===== src/hdl/rbt_pkg.sv =====
`timescale 1ns / 1ps
// ----------------------------------------------------------------------------
// rbt_pkg
// Shared types, constants and per-stage helpers for range and bearing.
// ----------------------------------------------------------------------------
package rbt_pkg;

   // stage layout of the pipeline
   localparam int STAGES       = 29;
   localparam int SQRT_FIRST   = 4;
   localparam int SQRT_STEPS   = 25;
   localparam int CORDIC_STEPS = 16;
   localparam int POST_FIRST   = SQRT_FIRST + CORDIC_STEPS;

   // angles in degrees with 16 fractional bits (FULL8 with 8)
   localparam logic signed [29:0] FULL16   = 30'sd23592960;
   localparam logic signed [29:0] QUART16  = 30'sd5898240;
   localparam logic signed [44:0] HALF16   = 45'sd11796480;
   localparam logic [20:0]        FULL8    = 21'd92160;
   localparam logic [5:0]         NORM_MSB = 6'd40;

   typedef struct packed {
      logic signed [24:0] dx;
      logic signed [24:0] dy;
      logic signed [24:0] dz;
      logic signed [18:0] heading;
      logic               coin;
      logic [47:0]        sqx;
      logic [47:0]        sqy;
      logic [47:0]        sqz;
      logic [49:0]        rem;
      logic [49:0]        root;
      logic signed [44:0] cx;
      logic signed [44:0] cy;
      logic signed [25:0] ang;
      logic [24:0]        orm;
      logic [5:0]         sh;
      logic signed [29:0] t;
      logic [16:0]        bearing;
   } pipe_type;

   // atan(2^-i) in degrees, 16 fractional bits, rounded to nearest
   function automatic logic signed [25:0] atan_deg(input int i);
      logic [21:0] a;
      begin
         case (i)
            0: a = 22'd2949120;
            1: a = 22'd1740967;
            2: a = 22'd919879;
            3: a = 22'd466945;
            4: a = 22'd234379;
            5: a = 22'd117304;
            6: a = 22'd58666;
            7: a = 22'd29335;
            8: a = 22'd14668;
            9: a = 22'd7334;
            10: a = 22'd3667;
            11: a = 22'd1833;
            12: a = 22'd917;
            13: a = 22'd458;
            14: a = 22'd229;
            15: a = 22'd115;
            16: a = 22'd57;
            17: a = 22'd29;
            18: a = 22'd14;
            19: a = 22'd7;
            20: a = 22'd4;
            21: a = 22'd2;
            22: a = 22'd1;
            default: a = 22'd0;
         endcase
         atan_deg = signed'({4'd0, a});
      end
   endfunction

   // position of the highest set bit
   function automatic logic [4:0] msb_pos(input logic [24:0] v);
      logic [4:0] p;
      begin
         p = 5'd0;
         for (int b = 0; b < 25; b++) begin
            if (v[b]) p = 5'(b);
         end
         msb_pos = p;
      end
   endfunction

endpackage


===== src/hdl/rbt_stage_ctrl.sv =====
`timescale 1ns / 1ps
// ----------------------------------------------------------------------------
// rbt_stage_ctrl
// Valid bits and per-stage load enables of the elastic pipeline.
// ----------------------------------------------------------------------------
module rbt_stage_ctrl
   import rbt_pkg::*;
(
   input  logic              clock,
   input  logic              reset,
   input  logic              in_valid,
   output logic              in_ready,
   output logic              out_valid,
   input  logic              out_ready,
   output logic [STAGES-1:0] load
);

   logic [STAGES-1:0] valid_ff;
   logic [STAGES-1:0] valid_in;

   // a stage loads when empty or when its contents move on
   always_comb begin
      load[STAGES-1] = ~valid_ff[STAGES-1] | out_ready;
      for (int k = STAGES - 2; k >= 0; k--) begin
         load[k] = ~valid_ff[k] | load[k+1];
      end
   end

   always_comb begin
      valid_in[0] = load[0] ? in_valid : valid_ff[0];
      for (int k = 1; k < STAGES; k++) begin
         valid_in[k] = load[k] ? valid_ff[k-1] : valid_ff[k];
      end
   end

   always_ff @(posedge clock) begin
      if (reset) begin
         valid_ff <= '0;
      end else begin
         valid_ff <= valid_in;
      end
   end

   assign in_ready  = load[0];
   assign out_valid = valid_ff[STAGES-1];

endmodule


===== config.mk =====
export PLATFORM = sky130hd
export DESIGN_NAME = rbt_stage_ctrl
export DESIGN_NICKNAME = d
export VERILOG_FILES = /design/src/hdl/rbt_pkg.sv /design/src/hdl/rbt_stage_ctrl.sv
export SDC_FILE = /design/constraint.sdc
export NUM_CORES = 1
export LEC_CHECK = 0
export BUFFER_PORTS_ARGS = -buffer_cell sky130_fd_sc_hd__buf_2
export CAP_MARGIN = 20
export CORE_ASPECT_RATIO = 1.5
export CORE_MARGIN = 8
export CORE_UTILIZATION = 44
export DETAILED_ROUTE_END_ITERATION = 8
export GPL_TIMING_DRIVEN = 0
export PLACE_DENSITY = 0.73
export SETUP_SLACK_MARGIN = 0.3
export SLEW_MARGIN = 20
export SYNTH_ARGS = -nofsm -noshare
export SYNTH_HDL_FRONTEND = slang
export SYNTH_SLANG_ARGS = --single-unit

===== constraint.sdc =====
create_clock -name clock -period 2.44 [get_ports clock]
set_clock_uncertainty 0.2 [all_clocks]
set_input_delay 0.488 -clock clock [delete_from_list [all_inputs] [get_ports clock]]
set_output_delay 0.488 -clock clock [all_outputs]
set_load 0.02 [all_outputs]

Word level (Yosys, flattened, before mapping)
Cells that the tools add are included.

storage, ports and cells
  bits in latches = 0
  word-level logic and storage cells = 87
  bits in registers = 29
  input bits = 4
  bits in read-only memories = 0
  memories = 0
  output and inout port bits = 31
  memory bits (writable) = 0

operators by class
  shift operators = 0
  div/mod/pow operators = 0
  add/subtract/negate cells = 0
  bitwise operators = 58
  muxes and demuxes = 0
  equal/unequal tests = 0
  multipliers = 0
  reduce and logical (&&, ||, !) cells = 0
  magnitude comparators = 0

operator list
  cell              number
  1-bit NOT         29
  1-bit bitwise OR  29

Longest topological paths before layout
  depth in word-level cells = 30
  mapped depth = 7
  depth with buffers taken out = 7

Least setup slack after synthesis
OpenSTA, ideal clock, no wires.

  path kind = register -> output
  start point = register valid_ff[28]
  end point = output port load[9]
  data required time = 1.752 ns
  arrival time = 2.052 ns
  slack = -0.300 ns
  path buffers = 0
  stages on the path, launching flop included = 7
  cell sequence = dfxtp_1 nor2b_4 and3_4 inv_4 nor4_4 nand3_4 or3_1

between the ends
  cells in the longest elaborated chain, start to end = 21

ends and longest elaborated chain
  item                            line                  RTL
  start, declared                 rbt_stage_ctrl.sv:18  logic [STAGES-1:0] valid_ff;
  start signal, assigned          rbt_stage_ctrl.sv:40  valid_ff <= valid_in;
  1-bit NOT                       rbt_stage_ctrl.sv:23  load[STAGES-1] = ~valid_ff[STAGES-1] | out_ready;
  1-bit bitwise OR                rbt_stage_ctrl.sv:23
  1-bit bitwise OR (2 in a row)   rbt_stage_ctrl.sv:25  load[k] = ~valid_ff[k] | load[k+1];
  via load[26]                    rbt_stage_ctrl.sv:15  output logic [STAGES-1:0] load
  1-bit bitwise OR (13 in a row)  rbt_stage_ctrl.sv:25
  via load[13]                    rbt_stage_ctrl.sv:15
  1-bit bitwise OR (4 in a row)   rbt_stage_ctrl.sv:25
  end, declared                   rbt_stage_ctrl.sv:15

The timed path passes the listed nets, and every way through them passes these cells.

Worst setup path after layout
  start point = register valid_ff[18]
  end point = output port load[9]

between the ends
  cells in the longest elaborated chain, start to end = 11

ends and longest elaborated chain
  item                            line
  1-bit NOT                       rbt_stage_ctrl.sv:25
  1-bit bitwise OR (10 in a row)  rbt_stage_ctrl.sv:25

No other way between the ends.

==> reports/summary.txt <==
Status = finished with violations
Failing checks = negative setup slack
Total die area = 0.00462 sq mm
Final Util = 80.9%
Yosys cell types = 28
Most frequent cells in the layout = buf_4 (34), buf_6 (29), dfxtp_1 (23)
R2R setup slack = -0.16 ns
Skew-Pair Late Insertion Delay = 0.29 ns
Placed instance area = 0.00142 sq mm
FMAX = 369 MHz
Post-DR wirelength/cell = 15.9 um
Final setup viols = 20
Clk sink count = 29
Post-synth ARST share = 0%
Cts hold-fix bufs = 0
Setup crit end kind = output port
Reg2Reg Depth = 15
Max-cap violations = 0
Leakage = 0.850 nW
RSZ-0062 raised after global routing = yes
Post-synth EDFFs = 0
Minimum clock period = 2.71 ns
Pwr dens = 476 mW/mm^2
# diodes = 0
Core area = 0.00262 sq mm
TritonCTS clock tree = built
Hold WC Path Type = input pin to register
Starting Density = 44.9%
Worst hold path endpoint = valid_ff[0]
Pre-antenna DRT Iters = 4
Most common cell after layout, fill and taps aside = buf_4
Die Wd = 58.2 um
Clk buf depth = 2
CP peak stage delay = 0.45 ns
Peak supply drop = 0.538 mV
Port bufs = 33
IO Pins = 35
R2R Path End = valid_ff[18]
Antenna-violating nets left = 0
Final Non-Filler Cells = 257
WL final = 4090 um
Yosys synthesis warning count = 0
Largest net degree at the start of global routing = 11
CTS root buffer = clkbuf_8
Gp weighted congestion = 0.866
Overall Power = 1.01 mW
Share of layout cells above drive strength 1 = 52.3%
Max-slew violations = 0
Slowest-stage cell, CP = nor4_4
Setup crit start kind = register
Critical Path RT = 1.75 ns
Nets = 223
HPWL after DPL = 2250 um
First-pass GRT wire length = 5940 um
Fillers = 156
Period utilization = 111%
Final Cell Area = 0.00212 sq mm
Synth Instances = 141
Syn_nets = 145
Remaining DRCs = 0
Number of CTS-inserted buffers = 5
Mean post-synth cell area = 8.34 sq um
Vias per Instance = 5.15
WHS = 0.239 ns
Total grt overflow = 0
Max reg flops = 29
Via count = 1324
Slew of the pin with the lowest slew margin = 0.558 ns
Site row count = 23
Vias in the first global route = 1326
Final worst slack = -0.266 ns
Clk slew on worst S/H paths = 0.06 ns
Mapped Area = 0.00118 sq mm
Initial antenna violation count = 0
Seq/Total Area, Yosys = 49.4%
Post-Place Cells = 211
Total track usage = 16.8%
Max-slew headroom = 62.8%
Yosys reg bits = 29
Crit Path Category = register to output port
Crit Path Max Fanout = 6
Most flop-heavy register = valid_ff
Htree depth = 2
Largest registers = valid_ff: 29 flops
Die height = 79.3 um
Worst path cell trace = nand4_1 > nor4_4 > nand3_4 > or3_4 > buf_6
Leading register cell type out of synthesis = dfxtp_1
Worst Min Path Start = in_valid
Final Hold Violating Endpoints = 0
Worst r2r src = valid_ff[28]
Area growth, synth to finish = 80.1%
WHS Path Cells = 3
Initial DRC Count = 37
WP data arrival = 2.02 ns
-- where the power goes --
group | internal (mW) | leakage [nW] | total, mW | switching, mW
registers | 0.475 | 0.237 | 0.477 | 0.00213
logic | 0.00426 | 0.554 | 0.0164 | 0.0121
clock network | 0.332 | 0.0585 | 0.516 | 0.183
total | 0.812 | 0.850 | 1.01 | 0.198
-- cell families (layout without fill, tap and decap cells) --
family	after synthesis	in the layout	share of synthesized area (%)
buffers and inverters	28	107	9.47
AO/OA/AOI/OAI	25	25	13.2
flip-flops	29	29	49.4
AND/OR/NAND/NOR	59	59	28.0
-- worst max path at each step --
stage	startpoint	end	cells past startpoint
finish	valid_ff[18]	load[9]	5
CTS	valid_ff[28]	load[10]	8
global placement	out_ready	load[9]	8
floorplan	out_ready	load[9]	6
detailed placement	out_ready	load[9]	8
global route	valid_ff[28]	load[9]	7
-- critical path: cells and delay by family, from the launching register on --
family | cells | cell delay, ns
AND/OR/NAND/NOR | 4 | 1.22
flip-flops | 1 | 0.37
buffers and inverters | 1 | 0.14
-- cell usage after synthesis, drive strengths merged, types with 3 or more instances --
cell / count / area (sq um)
or3: 3 / 18.8
nand2: 11 / 41.3
clkbuf: 3 / 11.3
inv: 24 / 92.6
nand4: 6 / 37.5
nand3: 13 / 77.6
dfxtp: 29 / 581
a21oi: 16 / 80.1
and3: 3 / 23.8
nor2: 15 / 56.3
-- cell type report --
class	count	area, sq um	area share (%)
Clock inverter	1	30.0	1.42
Timing Repair Buffer	71	619	29.2
Inverter	24	97.6	4.61
Buffer	4	18.8	0.886
Sequential cell	29	591	27.9
Clock buffer	7	86.3	4.08
Multi-Input combinational cell	84	629	29.7
Tap cell	37	46.3	2.19
-- per-layer routing --
layer / wire [um] / vias up / track usage (%)
li1: - / 636 / -
met1: 1540 / 641 / 15.8
met2: 2250 / 36 / 30.3
met3: 212 / 11 / 6.30
met4: 87 / 0 / 9.61
met5: 0 / - / 0
-- stage by stage --
stage | worst slack [ns] | setup TNS, ns
2_1_floorplan | -0.262 | -1.04
3_3_place_gp | -0.530 | -4.79
3_5_place_dp | -0.580 | -5.69
4_1_cts | -0.273 | -3.35
5_1_grt | -0.309 | -4.35
6_report | -0.266 | -3.12
-- what timing repair did --
action | in CTS | in global routing
gates resized for setup | 72 | 16
endpoints found under the setup margin | 26 | 30
setup buffers | 26 | 12
pin swaps | 12 | 11
hold endpoints to repair | 0 | 0
(Power assumes the default switching activity.)
